**config.mk**
```make
export PLATFORM = sky130hd
export DESIGN_NAME = disk_geometry_chs_calc_unit
export DESIGN_NICKNAME = d
export VERILOG_FILES = /design/src/rtl/dgc_pkg.sv /design/src/rtl/disk_geometry_chs_calc_unit.sv /design/src/rtl/dgc_fsm.sv /design/src/rtl/dgc_dp.sv
export SDC_FILE = /design/constraint.sdc
export NUM_CORES = 2
export LEC_CHECK = 0
export BUFFER_PORTS_ARGS = -buffer_cell sky130_fd_sc_hd__buf_2
export CAP_MARGIN = 20
export CELL_PAD_IN_SITES_DETAIL_PLACEMENT = 2
export CELL_PAD_IN_SITES_GLOBAL_PLACEMENT = 2
export CORE_AREA = 2 2 377 379
export DETAILED_ROUTE_END_ITERATION = 8
export DIE_AREA = 0 0 379 381
export HOLD_SLACK_MARGIN = 0.15
export PLACE_DENSITY = 0.62
export REMOVE_ABC_BUFFERS = 1
export SLEW_MARGIN = 20
export SYNTH_ARGS = -nofsm -noshare
export SYNTH_HDL_FRONTEND = slang
export SYNTH_SLANG_ARGS = --single-unit
```
**constraint.sdc**
```tcl
create_clock -name clk -period 24.2 [get_ports clk]
set_input_delay 0 -clock clk [delete_from_list [all_inputs] [get_ports clk]]
set_output_delay 0 -clock clk [all_outputs]
set_load 0.01 [all_outputs]
```
**src/rtl/dgc_pkg.sv**
```systemverilog
// Shared types, constants and geometry helpers for the disk geometry CHS calculator.
// Used by the sequencer, the datapath and the top level. No dependencies.
`default_nettype none

package dgc_pkg;

  localparam int SIZE_W  = 21;
  localparam int COUNT_W = 22;
  localparam int PROD_W  = 44;
  localparam int SECT_W  = 31;
  localparam int CMP_W   = 40;

  localparam logic [SECT_W-1:0] SECT_SAT     = 31'h7FFF_FFFF;
  localparam logic [15:0]       BLK_SAT      = 16'hFFFF;
  localparam logic [PROD_W:0]   ROUND_ADD    = 45'd511;
  localparam logic [2:0]        HEAD_LAST    = 3'd4;
  localparam logic [1:0]        SECT_LAST    = 2'd3;
  localparam logic [2:0]        CYL_MAX_IDX  = 3'd5;
  localparam logic [2:0]        FB_HEAD_IDX  = 3'd3;
  localparam logic [1:0]        FB_SECT_IDX  = 2'd3;
  localparam logic [10:0]       CYL_MAX      = 11'h3FF;
  localparam logic [10:0]       CYL_FALLBACK = 11'h400;
  localparam logic [3:0]        DIV_LAST     = 4'd15;

  typedef enum logic [2:0] {
    ST_IDLE,
    ST_MUL,
    ST_ROUND,
    ST_SEARCH,
    ST_SATCHK,
    ST_DIVIDE,
    ST_FINISH
  } state_t;

  typedef struct packed {
    logic load;
    logic mul;
    logic round;
    logic search;
    logic satchk;
    logic divide;
    logic finish;
  } ctrl_t;

  typedef struct packed {
    logic search_done;
    logic sat_hit;
    logic div_last;
  } stat_t;

  function automatic logic [8:0] heads_of(input logic [2:0] idx);
    heads_of = 9'd16 << idx;
  endfunction

  function automatic logic [5:0] sects_of(input logic [1:0] idx);
    sects_of = 6'd4 << idx;
  endfunction

  function automatic logic [10:0] cyls_of(input logic [2:0] idx, input logic fb);
    if (fb) begin
      cyls_of = CYL_FALLBACK;
    end else if (idx == CYL_MAX_IDX) begin
      cyls_of = CYL_MAX;
    end else begin
      cyls_of = 11'd32 << idx;
    end
  endfunction

  // Heads, sectors and cylinders are powers of two except the largest cylinder
  // count, so the product is one shift, or a shift minus one shift.
  function automatic logic [23:0] geom_product(input logic [2:0] hi, input logic [1:0] si,
                                               input logic [2:0] ci);
    logic [4:0] e;
    e = 5'd6 + {2'b0, hi} + {3'b0, si};
    if (ci == CYL_MAX_IDX) begin
      geom_product = (24'd1 << (e + 5'd10)) - (24'd1 << e);
    end else begin
      geom_product = 24'd1 << (e + 5'd5 + {2'b0, ci});
    end
  endfunction

endpackage

`default_nettype wire

```
**src/rtl/disk_geometry_chs_calc_unit.sv**
```systemverilog
// Top level of the disk geometry CHS calculator.
// Depends on dgc_pkg, dgc_fsm and dgc_dp.
//
// A request is taken on a clock edge where start is high and busy is low; it
// carries in_block_size. The end sector ((block_count+1)*size+511)/512 is
// formed, a head/sector/cylinder geometry is searched, the 16-bit block count
// is divided out and the CHS address of the last sector is produced.
// The block count register is written through cfg_valid/cfg_ready/
// cfg_block_count; cfg_ready is high only while the block is idle.
// One shared 40-bit subtract/compare unit serves the geometry search (up to
// 26 steps), the saturation check and a 16-step restoring division.
// Busy stays high for the whole request, so one request is in flight at a time.
// A new request can be taken at the edge that ends the strobe cycle.
// The result appears on the out_ ports for one cycle marked by out_strobe;
// the receiver cannot stall it. Reset clears the sequencer and the block
// count register, and no strobe is pending afterwards.
`default_nettype none

module disk_geometry_chs_calc_unit (
  input  wire                          clk,
  input  wire                          rst_n,
  input  wire                          start,
  output logic                         busy,
  input  wire [dgc_pkg::SIZE_W-1:0]    in_block_size,
  input  wire                          cfg_valid,
  output logic                         cfg_ready,
  input  wire [dgc_pkg::COUNT_W-1:0]   cfg_block_count,
  output logic                         out_strobe,
  output logic [8:0]                   out_heads,
  output logic [5:0]                   out_sectors_per_track,
  output logic [10:0]                  out_cylinders,
  output logic [15:0]                  out_short_block_count,
  output logic [7:0]                   out_end_head,
  output logic [7:0]                   out_end_sector_code,
  output logic [7:0]                   out_end_cylinder_low,
  output logic [dgc_pkg::SECT_W-1:0]   out_total_sectors,
  output logic                         out_overflow
);
  import dgc_pkg::*;

  ctrl_t ctrl;
  stat_t stat;

  assign cfg_ready = !busy;

  dgc_fsm u_fsm (
    .clk   (clk),
    .rst_n (rst_n),
    .start (start),
    .stat  (stat),
    .ctrl  (ctrl),
    .busy  (busy)
  );

  dgc_dp u_dp (
    .clk                   (clk),
    .rst_n                 (rst_n),
    .ctrl                  (ctrl),
    .stat                  (stat),
    .cfg_we                (cfg_valid && cfg_ready),
    .cfg_data              (cfg_block_count),
    .in_block_size         (in_block_size),
    .out_strobe            (out_strobe),
    .out_heads             (out_heads),
    .out_sectors_per_track (out_sectors_per_track),
    .out_cylinders         (out_cylinders),
    .out_short_block_count (out_short_block_count),
    .out_end_head          (out_end_head),
    .out_end_sector_code   (out_end_sector_code),
    .out_end_cylinder_low  (out_end_cylinder_low),
    .out_total_sectors     (out_total_sectors),
    .out_overflow          (out_overflow)
  );

endmodule

`default_nettype wire

```
**src/rtl/dgc_fsm.sv**
```systemverilog
// Sequencer for the disk geometry CHS calculator.
// Depends on dgc_pkg for the state and control types.
`default_nettype none

module dgc_fsm (
  input  wire             clk,
  input  wire             rst_n,
  input  wire             start,
  input  dgc_pkg::stat_t  stat,
  output dgc_pkg::ctrl_t  ctrl,
  output logic            busy
);
  import dgc_pkg::*;

  state_t state_r, state_nxt;

  always_ff @(posedge clk) begin
    if (!rst_n) begin
      state_r <= ST_IDLE;
    end else begin
      state_r <= state_nxt;
    end
  end

  always_comb begin
    state_nxt = state_r;
    case (state_r)
      ST_IDLE: begin
        if (start) state_nxt = ST_MUL;
      end
      ST_MUL:    state_nxt = ST_ROUND;
      ST_ROUND:  state_nxt = ST_SEARCH;
      ST_SEARCH: begin
        if (stat.search_done) state_nxt = ST_SATCHK;
      end
      ST_SATCHK: begin
        state_nxt = stat.sat_hit ? ST_FINISH : ST_DIVIDE;
      end
      ST_DIVIDE: begin
        if (stat.div_last) state_nxt = ST_FINISH;
      end
      ST_FINISH: state_nxt = ST_IDLE;
      default:   state_nxt = ST_IDLE;
    endcase
  end

  always_comb begin
    ctrl = '0;
    busy = 1'b1;
    case (state_r)
      ST_IDLE: begin
        busy      = 1'b0;
        ctrl.load = start;
      end
      ST_MUL:    ctrl.mul    = 1'b1;
      ST_ROUND:  ctrl.round  = 1'b1;
      ST_SEARCH: ctrl.search = 1'b1;
      ST_SATCHK: ctrl.satchk = 1'b1;
      ST_DIVIDE: ctrl.divide = 1'b1;
      ST_FINISH: ctrl.finish = 1'b1;
      default:   busy = 1'b0;
    endcase
  end

endmodule

`default_nettype wire

```
**src/rtl/dgc_dp.sv**
```systemverilog
// Datapath of the disk geometry CHS calculator: multiplier, one shared
// subtract/compare unit for search, saturation and division, and result registers.
// Depends on dgc_pkg for types, constants and geometry helpers.
`default_nettype none

module dgc_dp (
  input  wire                          clk,
  input  wire                          rst_n,
  input  dgc_pkg::ctrl_t               ctrl,
  output dgc_pkg::stat_t               stat,
  input  wire                          cfg_we,
  input  wire [dgc_pkg::COUNT_W-1:0]   cfg_data,
  input  wire [dgc_pkg::SIZE_W-1:0]    in_block_size,
  output logic                         out_strobe,
  output logic [8:0]                   out_heads,
  output logic [5:0]                   out_sectors_per_track,
  output logic [10:0]                  out_cylinders,
  output logic [15:0]                  out_short_block_count,
  output logic [7:0]                   out_end_head,
  output logic [7:0]                   out_end_sector_code,
  output logic [7:0]                   out_end_cylinder_low,
  output logic [dgc_pkg::SECT_W-1:0]   out_total_sectors,
  output logic                         out_overflow
);
  import dgc_pkg::*;

  logic [COUNT_W-1:0] count_r;
  logic [SIZE_W-1:0]  size_r;
  logic [PROD_W-1:0]  prod_r;
  logic [SECT_W-1:0]  end_r;
  logic               ovf_r;
  logic [2:0]         hi_r;
  logic [1:0]         si_r;
  logic [2:0]         ci_r;
  logic               fb_r;
  logic               chk_max_r;
  logic [SIZE_W-1:0]  rem_r;
  logic [15:0]        dlo_r;
  logic [15:0]        quo_r;
  logic [3:0]         cnt_r;
  logic               strobe_r;

  logic [PROD_W:0]    rounded;
  logic [35:0]        raw;
  logic [CMP_W-1:0]   opa, opb;
  logic [CMP_W:0]     diff;
  logic               borrow;
  logic [SIZE_W:0]    div_trial;

  logic [SECT_W-1:0]  lba, lba_h, cyl;
  logic [2:0]         sh_s;
  logic [3:0]         sh_hs;
  logic [8:0]         hmask;
  logic [5:0]         smask, sec;
  logic [7:0]         eh_nxt, es_nxt, ec_nxt;

  assign rounded   = {1'b0, prod_r} + ROUND_ADD;
  assign raw       = rounded[PROD_W:9];
  assign div_trial = {rem_r, dlo_r[15]};

  always_comb begin
    opa = '0;
    opb = '0;
    if (ctrl.search) begin
      opa = {9'b0, end_r};
      opb = {16'b0, geom_product(hi_r, si_r, ci_r)};
    end else if (ctrl.satchk) begin
      opa = {end_r, 9'b0};
      opb = {3'b0, size_r, 16'b0};
    end else if (ctrl.divide) begin
      opa = {18'b0, div_trial};
      opb = {19'b0, size_r};
    end
  end

  assign diff   = {1'b0, opa} - {1'b0, opb};
  assign borrow = diff[CMP_W];

  assign stat.search_done = ctrl.search &&
                            ((chk_max_r && !borrow && si_r == SECT_LAST && hi_r == HEAD_LAST) ||
                             (!chk_max_r && borrow));
  assign stat.sat_hit     = ctrl.satchk && !borrow;
  assign stat.div_last    = ctrl.divide && cnt_r == DIV_LAST;

  always_ff @(posedge clk) begin
    if (!rst_n) begin
      count_r <= '0;
    end else if (cfg_we) begin
      count_r <= cfg_data;
    end
  end

  always_ff @(posedge clk) begin
    if (ctrl.load) size_r <= in_block_size;
    if (ctrl.mul) prod_r <= ({1'b0, count_r} + 23'd1) * size_r;
    if (ctrl.round) begin
      ovf_r     <= |raw[35:SECT_W];
      end_r     <= (|raw[35:SECT_W]) ? SECT_SAT : raw[SECT_W-1:0];
      hi_r      <= '0;
      si_r      <= '0;
      ci_r      <= CYL_MAX_IDX;
      fb_r      <= 1'b0;
      chk_max_r <= 1'b1;
    end
    if (ctrl.search) begin
      if (chk_max_r) begin
        if (borrow) begin
          ci_r      <= '0;
          chk_max_r <= 1'b0;
        end else if (si_r == SECT_LAST) begin
          if (hi_r == HEAD_LAST) begin
            fb_r <= 1'b1;
            hi_r <= FB_HEAD_IDX;
            si_r <= FB_SECT_IDX;
          end else begin
            hi_r <= hi_r + 3'd1;
            si_r <= '0;
          end
        end else begin
          si_r <= si_r + 2'd1;
        end
      end else if (!borrow) begin
        ci_r <= ci_r + 3'd1;
      end
    end
    if (ctrl.satchk) begin
      quo_r <= borrow ? 16'd0 : BLK_SAT;
      rem_r <= end_r[27:7];
      dlo_r <= {end_r[6:0], 9'b0};
      cnt_r <= '0;
    end
    if (ctrl.divide) begin
      rem_r <= borrow ? div_trial[SIZE_W-1:0] : diff[SIZE_W-1:0];
      quo_r <= {quo_r[14:0], ~borrow};
      dlo_r <= {dlo_r[14:0], 1'b0};
      cnt_r <= cnt_r + 4'd1;
    end
  end

  always_comb begin
    lba    = end_r - 31'd1;
    sh_s   = 3'd2 + {1'b0, si_r};
    sh_hs  = 4'd6 + {1'b0, hi_r} + {2'b0, si_r};
    lba_h  = lba >> sh_s;
    cyl    = lba >> sh_hs;
    hmask  = heads_of(hi_r) - 9'd1;
    smask  = sects_of(si_r) - 6'd1;
    sec    = (lba[5:0] & smask) + 6'd1;
    eh_nxt = lba_h[7:0] & hmask[7:0];
    es_nxt = {cyl[9:8], sec};
    ec_nxt = cyl[7:0];
    if (end_r == '0) begin
      eh_nxt = '0;
      es_nxt = '0;
      ec_nxt = '0;
    end
  end

  always_ff @(posedge clk) begin
    if (ctrl.finish) begin
      out_heads             <= fb_r ? heads_of(FB_HEAD_IDX) : heads_of(hi_r);
      out_sectors_per_track <= fb_r ? sects_of(FB_SECT_IDX) : sects_of(si_r);
      out_cylinders         <= cyls_of(ci_r, fb_r);
      out_short_block_count <= quo_r;
      out_end_head          <= eh_nxt;
      out_end_sector_code   <= es_nxt;
      out_end_cylinder_low  <= ec_nxt;
      out_total_sectors     <= end_r;
      out_overflow          <= ovf_r;
    end
  end

  always_ff @(posedge clk) begin
    if (!rst_n) begin
      strobe_r <= 1'b0;
    end else begin
      strobe_r <= ctrl.finish;
    end
  end

  assign out_strobe = strobe_r;

endmodule

`default_nettype wire

```
Word level (Yosys, flattened, before mapping)
Index checks and enable logic that the tools add are counted.
Widths: inputs -> output; s select.
{ "word_totals": {"ff_bits": 279, "in_bits": 47, "output_inout_bits": 101, "elab_cells": 147} }
{ "op_classes": {"add_sub_neg": 20, "mul": 1, "eq_ne": 13, "shift": 8, "muxes": 58, "bitwise_logic": 3, "n_reduce_logical": 18} }
{ "ops": {"columns": ["operator", "count"], "rows": [
  ["$mux 40", 4],
  ["$mux 21", 4],
  ["$mux 16", 5],
  ["$shl 1x5->24 const A", 3],
  ["$add 44x9->45 const B", 1],
  ["$mul 44x21->44", 1],
  ["$mux 3", 14],
  ["$sub 40x40->41", 1],
  ["$logic_not 31->1", 1],
  ["$shr 31x3->8", 1],
  ["$shr 31x4->10", 1],
  ["$sub 31x1->31 const B", 1],
  ["$mux 24", 1],
  ["$sub 24x24->24", 1],
  ["$add 22x1->23 const B", 1],
  ["$mux 22", 1],
  ["$mux 1", 18],
  ["$pmux 3 s6", 1],
  ["$eq 3x3->1 const B", 5],
  ["$mux 2", 7],
  ["$mux 11", 1],
  ["$shl 6x3->11 const A", 1],
  ["$shl 5x3->9 const A", 1],
  ["$add 3x3->4 const A", 2],
  ["30 further kinds", 44]
]} }

Depth between registers and ports, before layout
{ "depth": {"ltp_word": 16, "mapped_depth": 36, "depth_no_buf": 33} }

Hierarchy
A second synthesis with hierarchy kept.
{ "unflattened": {"cells_unflattened": 3466, "area_unflattened_um2": 32362.3} }
{ "modules_own_cells": {"columns": ["mod", "n_inst", "cells_each", "area_each_um2", "seq_area_each_um2"], "rows": [
  ["dgc_dp", 1, 3431, 32102.0, 7657.3],
  ["dgc_fsm", 1, 33, 250.2, 60.1],
  ["disk_geometry_chs_calc_unit", 1, 2, 10.0, 0.0]
]} }

Worst setup path before layout
Ideal clock, no wire load.
{ "synth_timing": {"kind": "register to register", "start": "reg u_dp.count_r[0]", "end": "reg u_dp.prod_r[43], data pin", "setup_ns": 0.259, "t_arrival_ns": 7.968, "required_ns": 23.941, "path_slack_ns": 15.973, "stages_incl_launch_ff": 32, "path_buffers": 2, "period_less_slack_ns": 8.227, "path_cell_list": "dfxtp_1 ha_1 nand4_1 nor2_1 and4_1 and3_1 clkbuf_1 nand2_1 xnor2_1 clkbuf_1 nand2_1 fa_1 fa_1 fa_1 inv_1 fa_1 inv_1 fa_1 fa_1 fa_1 inv_1 ha_1 and3_1 and2_1 a221oi_1 o41a_2 o211ai_2 a221o_1 a21oi_2 o21ai_1 a21oi_1 xnor2_1"} }
{ "synth_between": {"elab_chain_len": 2} }
{ "synth_lines": {"columns": ["item", "line_no", "source"], "rows": [
  ["start: declaration", "dgc_dp.sv:27", "logic [COUNT_W-1:0] count_r;"],
  ["start signal: assignment", "dgc_dp.sv:89", "count_r <= cfg_data;"],
  ["$add 22x1->23", "dgc_dp.sv:95", "if (ctrl.mul) prod_r <= ({1'b0, count_r} + 23'd1) * size_r;"],
  ["$mul 44x21->44", "dgc_dp.sv:95", null],
  ["end signal: assignment", "dgc_dp.sv:95", null],
  ["end: declaration", "dgc_dp.sv:29", "logic [PROD_W-1:0] prod_r;"]
]} }
No other way between the ends.
A chain may end at the register's enable or synchronous reset.

Final worst setup path
{ "layout_timing": {"start": "reg u_dp.si_r[1]", "end": "reg u_fsm.state_r[0]"} }
{ "layout_between": {"elab_chain_len": 15, "elab_cells_between_ends": 24, "cone_classes": "add/sub (6); eq/ne (2); shift (3); mux (4); reduce/logical (9)"} }
{ "layout_lines": {"columns": ["item", "line_no", "source"], "rows": [
  ["start: declaration", "dgc_dp.sv:33", "logic [1:0] si_r;"],
  ["start signal: assignment", "dgc_dp.sv:120", "si_r <= si_r + 2'd1;"],
  ["$add 5x2->5", "dgc_pkg.sv:74", "e = 5'd6 + {2'b0, hi} + {3'b0, si};"],
  ["$add 5x4->5 / $add 5x3->5 (equally long branches)", "dgc_pkg.sv:76, dgc_pkg.sv:78", null],
  ["$shl 1x5->24 / $add 5x3->5 (equally long branches)", "dgc_pkg.sv:76, dgc_pkg.sv:78", null],
  ["$sub 24x24->24 / $shl 1x5->24 (equally long branches)", "dgc_pkg.sv:76, dgc_pkg.sv:78", null],
  ["$mux 24", "dgc_pkg.sv:75", "if (ci == CYL_MAX_IDX) begin"],
  ["$mux 40", "dgc_dp.sv:64", "if (ctrl.search) begin"],
  ["$sub 40x40->41", "dgc_dp.sv:76", "assign diff = {1'b0, opa} - {1'b0, opb};"],
  ["$logic_not 1->1", "dgc_dp.sv:80, dgc_dp.sv:82", null],
  ["$logic_and 1x1->1 (3 in a row)", "dgc_dp.sv:80", "((chk_max_r && !borrow && si_r == SECT_LAST && hi_r == HEAD_LAST) ||"],
  ["$logic_or 1x1->1", "dgc_dp.sv:80", null],
  ["$logic_and 1x1->1", "dgc_dp.sv:79", "assign stat.search_done = ctrl.search &&"],
  ["$ne 2x2->1 (no line)", null, null],
  ["$reduce_and 3->1 (no line)", null, null],
  ["end signal: assignment", "dgc_fsm.sv:21", "state_r <= state_nxt;"],
  ["end: declaration", "dgc_fsm.sv:15", "state_t state_r, state_nxt;"]
]} }
Several ways; a longest one is shown, not always the timed one.

==> run metrics <==
status completed; CP max stage cell fa_1; Final Skew 0.0503 ns; Post-synth top flop edfxtp_1; TNS Setup 0 ns; DIE AREA 0.144 mm^2; RSZ-0062 raised after global routing false; CP max stage delay 0.65 ns; Avg WL per Cell 20.4 um; share of power burned in combinational logic 73.1%; GR peak layer met2; Tot GR Track Use 15.7%; Mapped Cells 3443; fillers 16.0k; Flop pwr share 15.2%; async set-reset flop share out of synthesis 0%; Max-cap violations 0; Final setup viols 0; worst hold start u_dp.quo_r[15]$_DFFE_PP_; Slew Viols, Final 0; Iteration-0 DRC Markers 1153; mean area per synthesized cell 9.33 um^2; library cells used by synthesis 92; area of the multi-input gates 0.0222 mm^2; CTS tree done; first-pass GRT wire length 175 mm; final worst-path cycle share 39.2%; total CTS buffers 39; Post-CTS Setup Inserts 0; CP startpoint kind flip-flop; clock tree buffer depth 3; cell count after placement 5349; Reg2Reg Depth 30; drt total wl 112 mm; r2r setup slk 14.70 ns; Static Leak 16.3 nW; share of cells above drive strength 1 9.11%; Worst Path Required 24.73 ns; kind of critical path flip-flop to flip-flop; grt total ovfl 0; FF+latch count, synth 269; Max Freq 0.105 GHz; switching portion of total power 50.3%; non-filler cells, final 5514; CP max FO 34; Chip Height 381 um; Clock Pin Slew Worst Setup and Hold Paths 0.06 ns; M2 GR Usage 27.8%; DR vias/cell 4.60; Clock Power Share 11.7%; peak supply drop 0.139 mV; # port buffers 141; vias in the first global route 28.9k; Internal Dissipation 2.63 mW; TritonRoute pass-1 iters 5; Power Total 5.29 mW; CTS sink count 269; PD cells 142 mW/mm^2; initial antenna violation count 3; measured slew at the worst slew-check pin 0.990 ns; largest net degree at the start of global routing 58; Layout Nets 4283; antenna-violating nets left 0; clk_lat worst skew 0.62 ns; Mapped Area 0.0321 mm^2; Row Count 138; headroom to the max-slew limit 34.0%; Hold Path Depth 0; DRC errors left 0; reg-to-reg endpoint u_fsm.state_r[0]$_SDFFE_PN0P_; grt met1 use 19.8%; Worst setup EP type flip-flop; area grow syn2layout 16.3%; Core Region 0.141 mm^2; total number of vias 25.3k; Final min period 9.50 ns; # IOs 148; WP data arrival 10.02 ns; root buffer cell clkbuf_16; cell mode on critical path ha_1; hold crit path type flip-flop to flip-flop; post-place instance area 0.0351 mm^2; fin area 0.0373 mm^2; H-tree depth 2; met3 global-route usage 1.86%; RR Startpoint u_dp.si_r[1]$_DFF_P_; Seq/Total Area, Yosys 24.0%; Register Area 0.00772 mm^2; die width 379 um; Syn. warnings 0; Final Hold Fails 0; Net Sw Power 2.66 mW; Hold Path Sink u_dp.out_short_block_count[15]$_DFFE_PP_; HPWL after DPL 83.1 mm; Initial Util 22.9%; number of synthesized flops with an enable pin 233; GPL Wtd Cong 0.815
## final cells by class
type | instances | share of cell area [%]
Antenna cell | 3 | 0.0201
Tap cell | 1890 | 6.33
Clock buffer | 52 | 2.90
Clock inverter | 20 | 0.774
Timing Repair Buffer | 288 | 5.45
Sequential cell | 269 | 20.7
Multi-Input combinational cell | 2544 | 59.4
Inverter | 448 | 4.50
## cell usage after synthesis (all sizes together), types with 17 or more instances
cell type  count  area share [%]
ha           245             9.5
a21boi        23            0.54
clkbuf       156             1.8
inv          445             5.2
nand3         40            0.62
nor2         184             2.2
a211oi        25            0.63
o211ai        17            0.41
o22ai         21            0.43
a22o          19            0.52
dfxtp         36             2.2
buf           31            0.58
nand4         18            0.35
and3          41            0.81
nor3          52            0.83
xor2          47             1.3
nand2b        22            0.43
fa           401              25
mux2i         69             2.2
a21o          35            0.82
xnor2        101             2.8
o21ai        106             1.7
edfxtp       233              22
nand2        575             6.7
and2         178             3.5
a21oi        106             1.7
nor2b         37            0.72
## kinds of logic (layout without fill, tap and decap cells)
family	after synthesis	after routing	share of synthesized area (%)
buffers and inverters	635	808	7.64
DFF	269	269	24.0
xor gates and xnor gates	148	148	4.04
other	1	9	0.0117
and+or+nand+nor	1193	1193	17.3
muxes	76	76	2.51
AOI/OAI and AO/OA	475	475	9.95
adders and majority gates	646	646	34.5
## power groups by stage
stage                     Combinational (mW)  Clock [mW]  Sequential (mW)
after floorplan                         2.78           0            0.812
after global placement                  3.83           0            0.811
after detailed placement                3.91           0            0.814
after CTS                               3.96       0.644            0.805
after global routing                    4.42       0.657            0.814
final                                   3.87       0.620            0.804
## sequential cells by signal, indices dropped and copies added, names as in the netlist, 5 cells and up
| signal | flops |
|---|---|
| u_dp.out_total_sectors | 31 |
| u_dp.count_r | 22 |
| u_dp.out_end_head | 8 |
| u_dp.size_r | 21 |
| u_dp.end_r | 31 |
| u_dp.quo_r | 16 |
| u_dp.dlo_r | 7 |
| u_dp.prod_r | 44 |
| u_dp.out_end_sector_code | 8 |
| u_dp.out_end_cylinder_low | 8 |
| u_dp.out_heads | 5 |
| u_dp.rem_r | 21 |
| u_dp.out_cylinders | 7 |
| u_dp.out_short_block_count | 16 |
## layer usage
layer  part of all wire (%)  wire length (um)
met5                      0                 0
met1                     43             48800
met2                     50             56600
met3                    3.2              3550
met4                    3.1              3460
## what timing repair did
| item | in CTS | in global routing |
|---|---|---|
| resized for setup | 0 | 0 |
| hold buffers | 90 | 0 |
| hold endpoints to repair | 68 | 0 |
## worst max-delay path by stage
stage / from / endpoint / slack (ns) / cells after the start
after floorplan: u_dp.count_r[0]$_SDFFE_PN0P_ / u_dp.prod_r[43]$_DFFE_PP_ / 15.23 / 29
after CTS: u_dp.count_r[0]$_SDFFE_PN0P_ / u_dp.prod_r[41]$_DFFE_PP_ / 14.63 / 32
after detailed placement: u_dp.count_r[0]$_SDFFE_PN0P_ / u_dp.prod_r[41]$_DFFE_PP_ / 14.67 / 32
after global routing: u_dp.si_r[1]$_DFF_P_ / u_fsm.state_r[0]$_SDFFE_PN0P_ / 14.01 / 33
after global placement: u_dp.count_r[0]$_SDFFE_PN0P_ / u_dp.prod_r[42]$_DFFE_PP_ / 14.92 / 32
final: u_dp.si_r[1]$_DFF_P_ / u_fsm.state_r[0]$_SDFFE_PN0P_ / 14.70 / 30
## cell usage in the layout (no fill, tap or decap), types with 7 or more instances in the layout
cell type      count
a211oi_1          22
a21boi_0          23
a21o_1            35
a21oi_1          102
a221oi_1           8
a22o_1            19
a22oi_1           15
a31oi_1           15
and2_1           178
and3_1            39
and4_1             9
buf_2            141
buf_4             57
clkbuf_1           7
clkbuf_16         39
dfxtp_1           36
dlygate4sd3_1     90
edfxtp_1         233
fa_1             401
ha_1             244
inv_1            440
mux2i_1           69
nand2_1          574
nand2b_1          22
nand3_1           40
nand4_1           18
nor2_1           179
nor2b_1           37
nor3_1            50
nor4_1             9
o211ai_1          16
o21a_1            16
o21ai_0          100
o21bai_1           7
o22ai_1           20
xnor2_1           88
xnor2_2            9
xor2_1            45
## per-stage QoR
| stage | setup slack (ns) | util, % | hold slack, ns |
|---|---|---|---|
| 2_1_floorplan | 15.23 | - | 0.0989 |
| 3_3_place_gp | 14.92 | 24.9 | 0.179 |
| 3_5_place_dp | 14.67 | 24.9 | 0.179 |
| 4_1_cts | 14.63 | 26.6 | 0.454 |
| 5_1_grt | 14.01 | 26.6 | 0.454 |
| 6_report | 14.70 | 26.6 | 0.442 |
## worst max-delay path: cells and delay by family, from the launching register on
kind / cells / cell delay [ns]
adders and majority gates: 5 / 2.29
buffers and inverters: 5 / 2.28
AOI/OAI and AO/OA: 11 / 2.22
and+or+nand+nor: 8 / 1.84
DFF: 1 / 0.61
xor gates and xnor gates: 1 / 0.17
(Power assumes the default switching activity.)
